[src/rtl/q4dq_pkg.sv]
`default_nettype none
// ----------------------------------------------------------------------------
// q4dq_pkg
// Shared widths, pipeline control type and saturating add for the 4-bit
// block-quantized dequantize and dot product core.
// ----------------------------------------------------------------------------
package q4dq_pkg;

   localparam int DATA_WIDTH = 16;
   localparam int ACC_WIDTH  = 48;
   localparam int ROW_W      = 16;
   localparam int NIB_W      = 4;
   localparam int PW_W       = 2 * NIB_W;
   localparam int WA_W       = NIB_W + DATA_WIDTH;
   localparam int PROD_W     = WA_W + DATA_WIDTH;
   localparam int EXT_W      = (PROD_W > ACC_WIDTH) ? PROD_W : ACC_WIDTH;

   localparam int REQ_FIELDS_W = PW_W + 3 * DATA_WIDTH;
   localparam int REQ_TDATA_W  = ((REQ_FIELDS_W + 7) / 8) * 8;
   localparam int RSP_FIELDS_W = ACC_WIDTH + ROW_W;
   localparam int RSP_TDATA_W  = ((RSP_FIELDS_W + 7) / 8) * 8;

   localparam logic signed [ACC_WIDTH-1:0] ACC_MAX = {1'b0, {(ACC_WIDTH-1){1'b1}}};
   localparam logic signed [ACC_WIDTH-1:0] ACC_MIN = {1'b1, {(ACC_WIDTH-1){1'b0}}};

   typedef struct packed {
      logic valid;
      logic odd;
      logic last;
   } stage_ctrl_type;

   function automatic logic signed [ACC_WIDTH-1:0] sat_add(
      input logic signed [ACC_WIDTH-1:0] acc,
      input logic signed [ACC_WIDTH-1:0] p
   );
      logic signed [ACC_WIDTH:0] s;
      s = {acc[ACC_WIDTH-1], acc} + {p[ACC_WIDTH-1], p};
      if (s[ACC_WIDTH] != s[ACC_WIDTH-1]) begin
         return s[ACC_WIDTH] ? ACC_MIN : ACC_MAX;
      end
      return s[ACC_WIDTH-1:0];
   endfunction

endpackage
`default_nettype wire

[src/rtl/q4_dequant_dot_product_core.sv]
`default_nettype none
// ----------------------------------------------------------------------------
// q4_dequant_dot_product_core
// Row dot product of 4-bit block-quantized weights with Q4.12 activations.
//
// req channel: one beat per weight block. tlast marks the last block of a
// row; tuser set means the odd column (high nibble) is part of the row.
// rsp channel: one beat per row, carrying the saturated Q24.24 row sum and
// the row index (wraps at 65536). Mid-row blocks produce no beat.
// A row-ending block passes the stage 1 and stage 2 registers; when it
// is merged, the rsp_valid register is set and drives rsp_tvalid.
// Throughput: one block per cycle unless a row end waits at merge.
// Two lanes multiply the even and odd columns in two stages each; the
// merge does both saturating adds combinationally, which sets the loop.
// When rsp stalls with a row sum held, blocks keep flowing until a second
// row-ending block reaches the merge stage; it then waits and the
// pipeline backs up to req_tready.
// Reset clears the accumulator, the row counter and all stage valids.
// ----------------------------------------------------------------------------
module q4_dequant_dot_product_core (
   input  wire logic                                 clock,
   input  wire logic                                 reset,
   input  wire logic                                 req_tvalid,
   output      logic                                 req_tready,
   // packed_weights, block_scale, act_even, act_odd
   input  wire logic [q4dq_pkg::REQ_TDATA_W-1:0]     req_tdata,
   // odd_present
   input  wire logic                                 req_tuser,
   // row_end
   input  wire logic                                 req_tlast,
   output      logic                                 rsp_tvalid,
   input  wire logic                                 rsp_tready,
   // row_sum, row_number
   output      logic [q4dq_pkg::RSP_TDATA_W-1:0]     rsp_tdata
);

   localparam int NW  = q4dq_pkg::NIB_W;
   localparam int DW  = q4dq_pkg::DATA_WIDTH;
   localparam int PWW = q4dq_pkg::PW_W;

   logic [PWW-1:0]                          packed_weights;
   logic signed [DW-1:0]                    block_scale;
   logic signed [DW-1:0]                    act_even;
   logic signed [DW-1:0]                    act_odd;
   q4dq_pkg::stage_ctrl_type                s1_ctrl_in;
   q4dq_pkg::stage_ctrl_type                s1_ctrl_ff;
   q4dq_pkg::stage_ctrl_type                s2_ctrl_in;
   q4dq_pkg::stage_ctrl_type                s2_ctrl_ff;
   logic                                    s1_ready;
   logic                                    s2_ready;
   logic                                    merge_ready;
   logic signed [q4dq_pkg::ACC_WIDTH-1:0]   prod_even;
   logic signed [q4dq_pkg::ACC_WIDTH-1:0]   prod_odd;
   logic signed [q4dq_pkg::ACC_WIDTH-1:0]   row_sum;
   logic [q4dq_pkg::ROW_W-1:0]              row_number;

   assign packed_weights = req_tdata[PWW-1:0];
   assign block_scale    = req_tdata[PWW+DW-1:PWW];
   assign act_even       = req_tdata[PWW+2*DW-1:PWW+DW];
   assign act_odd        = req_tdata[PWW+3*DW-1:PWW+2*DW];

   assign s2_ready   = !s2_ctrl_ff.valid || merge_ready;
   assign s1_ready   = !s1_ctrl_ff.valid || s2_ready;
   assign req_tready = s1_ready;

   always_comb begin
      s1_ctrl_in = s1_ctrl_ff;
      s2_ctrl_in = s2_ctrl_ff;
      if (s1_ready) begin
         s1_ctrl_in.valid = req_tvalid;
         s1_ctrl_in.odd   = req_tuser;
         s1_ctrl_in.last  = req_tlast;
      end
      if (s2_ready) begin
         s2_ctrl_in = s1_ctrl_ff;
      end
   end

   always_ff @(posedge clock) begin
      if (reset) begin
         s1_ctrl_ff <= '0;
         s2_ctrl_ff <= '0;
      end else begin
         s1_ctrl_ff <= s1_ctrl_in;
         s2_ctrl_ff <= s2_ctrl_in;
      end
   end

   q4dq_lane u_lane_even (
      .clock   (clock),
      .en1     (s1_ready),
      .en2     (s2_ready),
      .nibble  (packed_weights[NW-1:0]),
      .act     (act_even),
      .scale   (block_scale),
      .product (prod_even)
   );

   q4dq_lane u_lane_odd (
      .clock   (clock),
      .en1     (s1_ready),
      .en2     (s2_ready),
      .nibble  (packed_weights[2*NW-1:NW]),
      .act     (act_odd),
      .scale   (block_scale),
      .product (prod_odd)
   );

   q4dq_merge u_merge (
      .clock       (clock),
      .reset       (reset),
      .ctrl        (s2_ctrl_ff),
      .prod_even   (prod_even),
      .prod_odd    (prod_odd),
      .rsp_tready  (rsp_tready),
      .merge_ready (merge_ready),
      .rsp_valid   (rsp_tvalid),
      .row_sum     (row_sum),
      .row_number  (row_number)
   );

   assign rsp_tdata = q4dq_pkg::RSP_TDATA_W'({row_number, row_sum});

   a_no_overwrite: assert property (@(posedge clock) disable iff (reset)
      (s2_ctrl_ff.valid && s2_ctrl_ff.last && rsp_tvalid && !rsp_tready) |-> !merge_ready)
      else $error("row end merged while a row sum is held");

   a_accept_fills_s1: assert property (@(posedge clock) disable iff (reset)
      (req_tvalid && req_tready) |=> s1_ctrl_ff.valid)
      else $error("accepted beat lost at stage 1");

   a_s1_holds: assert property (@(posedge clock) disable iff (reset)
      (s1_ctrl_ff.valid && !s2_ready) |=> (s1_ctrl_ff.valid && $stable(s1_ctrl_ff)))
      else $error("stage 1 changed while stalled");

   a_row_end_emits: assert property (@(posedge clock) disable iff (reset)
      (s2_ctrl_ff.valid && s2_ctrl_ff.last && merge_ready) |=> rsp_tvalid)
      else $error("row end merged without a result beat");

endmodule
`default_nettype wire

[src/rtl/q4dq_lane.sv]
`default_nettype none
// ----------------------------------------------------------------------------
// q4dq_lane
// One weight lane: decodes a nibble as n - 8, multiplies by the activation,
// then by the block scale, and clamps the product to the accumulator range.
// ----------------------------------------------------------------------------
module q4dq_lane (
   input  wire logic                                     clock,
   input  wire logic                                     en1,
   input  wire logic                                     en2,
   input  wire logic [q4dq_pkg::NIB_W-1:0]               nibble,
   input  wire logic signed [q4dq_pkg::DATA_WIDTH-1:0]   act,
   input  wire logic signed [q4dq_pkg::DATA_WIDTH-1:0]   scale,
   output      logic signed [q4dq_pkg::ACC_WIDTH-1:0]    product
);

   logic signed [q4dq_pkg::NIB_W-1:0]      weight;
   logic signed [q4dq_pkg::WA_W-1:0]       wa_in;
   logic signed [q4dq_pkg::WA_W-1:0]       wa_ff;
   logic signed [q4dq_pkg::DATA_WIDTH-1:0] scale_ff;
   logic signed [q4dq_pkg::PROD_W-1:0]     prod_full;
   logic signed [q4dq_pkg::EXT_W-1:0]      prod_ext;
   logic signed [q4dq_pkg::EXT_W-1:0]      max_ext;
   logic signed [q4dq_pkg::EXT_W-1:0]      min_ext;
   logic signed [q4dq_pkg::ACC_WIDTH-1:0]  product_in;
   logic signed [q4dq_pkg::ACC_WIDTH-1:0]  product_ff;

   // n - 8 on four bits is n with its top bit flipped
   assign weight = {~nibble[q4dq_pkg::NIB_W-1], nibble[q4dq_pkg::NIB_W-2:0]};
   assign wa_in  = weight * act;

   always_ff @(posedge clock) begin
      if (en1) begin
         wa_ff    <= wa_in;
         scale_ff <= scale;
      end
   end

   assign prod_full = wa_ff * scale_ff;
   assign prod_ext  = q4dq_pkg::EXT_W'(prod_full);
   assign max_ext   = q4dq_pkg::EXT_W'(q4dq_pkg::ACC_MAX);
   assign min_ext   = q4dq_pkg::EXT_W'(q4dq_pkg::ACC_MIN);

   always_comb begin
      if (prod_ext > max_ext) begin
         product_in = q4dq_pkg::ACC_MAX;
      end else if (prod_ext < min_ext) begin
         product_in = q4dq_pkg::ACC_MIN;
      end else begin
         product_in = prod_ext[q4dq_pkg::ACC_WIDTH-1:0];
      end
   end

   always_ff @(posedge clock) begin
      if (en2) begin
         product_ff <= product_in;
      end
   end

   assign product = product_ff;

endmodule
`default_nettype wire

[src/rtl/q4dq_merge.sv]
`default_nettype none
// ----------------------------------------------------------------------------
// q4dq_merge
// Adds the even and odd lane products into the saturating row accumulator,
// counts rows and holds the finished row sum in the output register.
// ----------------------------------------------------------------------------
module q4dq_merge (
   input  wire logic                                    clock,
   input  wire logic                                    reset,
   input  wire q4dq_pkg::stage_ctrl_type                ctrl,
   input  wire logic signed [q4dq_pkg::ACC_WIDTH-1:0]   prod_even,
   input  wire logic signed [q4dq_pkg::ACC_WIDTH-1:0]   prod_odd,
   input  wire logic                                    rsp_tready,
   output      logic                                    merge_ready,
   output      logic                                    rsp_valid,
   output      logic signed [q4dq_pkg::ACC_WIDTH-1:0]   row_sum,
   output      logic [q4dq_pkg::ROW_W-1:0]              row_number
);

   logic                                   out_free;
   logic                                   fire;
   logic                                   row_done;
   logic signed [q4dq_pkg::ACC_WIDTH-1:0]  acc_mid;
   logic signed [q4dq_pkg::ACC_WIDTH-1:0]  acc_new;
   logic signed [q4dq_pkg::ACC_WIDTH-1:0]  acc_in;
   logic signed [q4dq_pkg::ACC_WIDTH-1:0]  acc_ff;
   logic [q4dq_pkg::ROW_W-1:0]             row_cnt_in;
   logic [q4dq_pkg::ROW_W-1:0]             row_cnt_ff;
   logic                                   rsp_valid_in;
   logic                                   rsp_valid_ff;
   logic signed [q4dq_pkg::ACC_WIDTH-1:0]  sum_ff;
   logic [q4dq_pkg::ROW_W-1:0]             number_ff;

   assign out_free    = !rsp_valid_ff || rsp_tready;
   assign merge_ready = !ctrl.last || out_free;
   assign fire        = ctrl.valid && merge_ready;
   assign row_done    = fire && ctrl.last;

   // even term first, then odd: each add saturates on its own
   assign acc_mid = q4dq_pkg::sat_add(acc_ff, prod_even);
   assign acc_new = ctrl.odd ? q4dq_pkg::sat_add(acc_mid, prod_odd) : acc_mid;

   always_comb begin
      acc_in       = acc_ff;
      row_cnt_in   = row_cnt_ff;
      rsp_valid_in = rsp_valid_ff && !rsp_tready;
      if (fire) begin
         acc_in = acc_new;
      end
      if (row_done) begin
         acc_in       = '0;
         row_cnt_in   = row_cnt_ff + 1'b1;
         rsp_valid_in = 1'b1;
      end
   end

   always_ff @(posedge clock) begin
      if (reset) begin
         acc_ff       <= '0;
         row_cnt_ff   <= '0;
         rsp_valid_ff <= 1'b0;
      end else begin
         acc_ff       <= acc_in;
         row_cnt_ff   <= row_cnt_in;
         rsp_valid_ff <= rsp_valid_in;
      end
   end

   always_ff @(posedge clock) begin
      if (row_done) begin
         sum_ff    <= acc_new;
         number_ff <= row_cnt_ff;
      end
   end

   assign rsp_valid  = rsp_valid_ff;
   assign row_sum    = sum_ff;
   assign row_number = number_ff;

endmodule
`default_nettype wire
[config.mk]
export PLATFORM = sky130hd
export DESIGN_NAME = q4_dequant_dot_product_core
export DESIGN_NICKNAME = d
export VERILOG_FILES = /design/src/rtl/q4dq_pkg.sv /design/src/rtl/q4_dequant_dot_product_core.sv /design/src/rtl/q4dq_lane.sv /design/src/rtl/q4dq_merge.sv
export SDC_FILE = /design/constraint.sdc
export NUM_CORES = 2
export LEC_CHECK = 0
export CAP_MARGIN = 20
export CORE_MARGIN = 2
export CORE_UTILIZATION = 60
export CTS_BUF_LIST = sky130_fd_sc_hd__clkbuf_8
export CTS_CLUSTER_DIAMETER = 200
export DETAILED_ROUTE_END_ITERATION = 6
export DONT_BUFFER_PORTS = 1
export PLACE_DENSITY = 0.72
export SYNTH_ARGS = -nofsm -noshare
export SYNTH_HDL_FRONTEND = slang
export SYNTH_SLANG_ARGS = --single-unit
[constraint.sdc]
create_clock -name clock -period 12.2 [get_ports clock]
set_input_delay 1.83 -clock clock [delete_from_list [all_inputs] [get_ports clock]]
set_output_delay 1.83 -clock clock [all_outputs]
set_load 0.01 [all_outputs]
==> flow_summary_export.csv <==
group,metric,value,unit
logic_synthesis,synth_top_area_cell,"fa_1",
sta,hold_viol,0,
sta,post-route-period-util,67.3,%
logic_synthesis,ys_types,89,
hold_path,hold_path_class,"register to register",
routing,antenna_left,0,
sta,tns,0,ps
logic_synthesis,synthArstFlopShare,0,%
final_layout,fillers,6035,
setup_path,slowest_delay,850,ps
floorplanning,boundaryPins,128,
setup_path,cp_cell_sequence,"ha_1, a211oi_1, nor2_1, o21ai_1, a211o_1, a31oi_4, a21oi_4, o31ai_4, mux2i_4, nand2_1, ha_1, nand4_1, or3_1, nor4_2, o211ai_1, a21boi_1, or2_1, mux2i_4, buf_4, a21oi_1, a31oi_1, a22o_1",
grt,grt_antenna_before_repair,3,
routing,wl_per_cell,20.0,um
place,dp_hpwl,85700,um
setup_path,cp-end-kind,"register",
final_layout,syn2layout_area_growth,4.00,%
floorplanning,core-area,0.0704,mm^2
logic_synthesis,synth-edff-count,194,
grt,global_route.usage.total,30.6,%
grt,grt_overflow_total,0,
sta,fmax,0.122,GHz
floorplanning,rows,97,
final_layout,seqCellArea,0.00725,mm^2
clock_tree,numCtsBuffers,47,
logic_synthesis,yosysWarningCount,0,
setup_path,cp_max_fo,37,
grt,grt_max_degree,67,
routing,detail_route.wirelength,110000,um
clock_tree,post_cts_resized,0,
sta,drv_slew,0,
logic_synthesis,avgSynthCellArea,9.28,um^2
setup_path,required,12820,ps
logic_synthesis,yosysMostFrequentCell,"inv_1",
clock_tree,hold_buffers,0,
sta,setup_violations,0,
floorplanning,floorplan.initialDensity,60.9,%
routing,vias,31400,
clock_tree,cts_sinks,265,
final_layout,multi_input_area,0.0316,mm^2
logic_synthesis,yosysTopAreaCellShare,33.0,%
sta,worst_slew_pin_slew,1120,ps
floorplanning,dieArea,0.0736,mm^2
clock_tree,worstSkewPairLatency,680,ps
sta,slew_headroom,25.1,%
sta,rsz0062_at_grt,"false",
clock_tree,clk_path_buf_depth,3,
setup_path,crit_type,"register to register",
routing,dr.pass1.iters,6,
setup_path,worst_ep_arrival_time,8830,ps
floorplanning,die_x,271,um
clock_tree,postCtsSetupRepairBufs,0,
logic_synthesis,yosys-top-cells-area,"fa_1 (33%), edfxtp_1 (14%), ha_1 (10%), inv_1 (7.7%), and2_1 (5.1%)",
grt,first_global_vias,33100,
logic_synthesis,synth_commonest_cells,"inv_1 (881), fa_1 (706), nand2_1 (512), ha_1 (347), and2_1 (346)",
logic_synthesis,synthCells,4617,
routing,drt-vias-per-instance,5.72,
floorplanning,fp.dieH,271,um
grt,grt_pass1_wl,177000,um
flow_run,maxCapViolations,0,
logic_synthesis,synth-seq-cells,265,
place,io_buffers,0,
logic_synthesis,ys_seq_area_share,16.9,%
routing,route.detailed.drc,0,
clock_tree,clockRootBuffer,"clkbuf_8",
final_layout,num-nets-final,5627,
clock_tree,cts_tree,"built",
place,gp_congestion,1.00,
final_layout,layout-drive-gt1-share,4.04,%
sta,period_minus_slack,8210,ps
setup_path,start_kind,"register",
setup_path,crit_path_top_delay_cell,"o31ai_4",
clock_tree,htreeDepth,2,
logic_synthesis,syn-cell-area,0.0428,mm^2
sta,clock_skew,36.7,ps
clock_tree,clkTransAtPathRegs,60,ps
logic_synthesis,synth_ff_type,"edfxtp_1",
logic_synthesis,synthesis.nets,5732,
outcome,status,"finished, final reports clean",
routing,drtIter0Drc,2377,
[final timing paths]
kind,from,endpoint,slack (ps),cells past startpoint
max,u_lane_even.product[1],u_merge.acc_ff[25],3990,22
min,s1_ctrl_ff[0],s1_ctrl_ff[0],460,2
max reg2reg,u_lane_even.product[1],u_merge.acc_ff[25],3990,22
min reg2reg,s1_ctrl_ff[0],s1_ctrl_ff[0],460,2
[per-stage QoR]
step	instances	area, um^2	hold WS, ps	utilization [%]	worst slack [ps]
finish	5493	44600	458	63.3	3990
detailed placement	5403	43600	452	61.9	4220
global placement	5401	43500	444	61.8	4220
floorplan	4617	42800	429	-	5530
CTS	5491	44600	464	63.3	4160
global route	5492	44600	474	63.3	3530
[cell type report]
type,instances,share of cell area [%]
Multi-Input combinational cell,3288,70.9
Sequential cell,265,16.3
Inverter,882,7.43
Tap cell,940,2.64
Clock buffer,55,1.70
Clock inverter,33,0.539
Timing Repair Buffer,28,0.489
Antenna cell,2,0.0112
[layout by cell type (no fill, tap or decap), types with 8 or more instances in the layout]
cell / instances
xor2_1: 51
edfxtp_1: 194
a21o_1: 79
o211ai_1: 17
inv_1: 891
o21bai_1: 26
nand2_1: 511
dfxtp_1: 71
a31oi_1: 27
a311oi_1: 8
nand4_1: 22
buf_4: 26
o21ba_2: 9
o21ai_0: 116
xnor2_1: 155
or2_2: 34
clkbuf_8: 55
a21oi_1: 233
or3_1: 17
a22o_1: 38
o21a_1: 19
nand2b_1: 31
nor2b_1: 22
ha_1: 347
a211oi_1: 22
o31ai_1: 25
nand3_1: 49
nor3_1: 26
fa_1: 706
o21ai_1: 15
nor2_1: 175
a21boi_0: 14
and2_1: 346
and3_1: 22
[critical path: cells and delay by family, from the launching register on]
| family | cells | cell delay, ps |
|---|---|---|
| adders and majority gates | 2 | 800 |
| AOI/OAI and AO/OA | 11 | 3370 |
| and+or+nand+nor | 6 | 1780 |
| muxes | 2 | 1310 |
| buffers and inverters | 1 | 470 |
| DFF | 1 | 430 |
[logic make-up (layout without fill, tap and decap cells)]
family | count (synthesis) | count (layout) | share of synthesized area [%]
compound gates | 734 | 734 | 11.3
xor+xnor | 206 | 206 | 4.21
fa+ha+maj | 1060 | 1060 | 43.3
buf+inv | 1064 | 998 | 9.45
flops | 265 | 265 | 16.9
mux | 12 | 12 | 0.345
other cells | 0 | 2 | 0
simple gates | 1276 | 1276 | 14.5
[per-layer routing]
metal	track usage [%]	vias up	part of all wire, %
li1	-	14500	-
met5	0	-	0.012
met1	40.6	15400	42
met4	14.5	2	5.2
met3	7.33	273	8.9
met2	47.6	1319	44
[state kept, by name, summed over array words and instances, names as in the netlist]
| register | count |
|---|---|
| u_lane_even.product | 37 |
| u_merge.row_cnt_ff | 16 |
| u_merge.row_number | 16 |
| s1_ctrl_ff | 3 |
| u_lane_odd.scale_ff | 16 |
| u_lane_odd.wa_ff | 20 |
| u_merge.row_sum | 48 |
| u_merge.acc_ff | 48 |
| s2_ctrl_ff | 3 |
| u_lane_even.wa_ff | 20 |
| u_lane_odd.product | 37 |
| u_merge.rsp_valid | 1 |
Power is not shown: default switching activity piles up to over one toggle a cycle in this logic, so the estimate is an artifact.
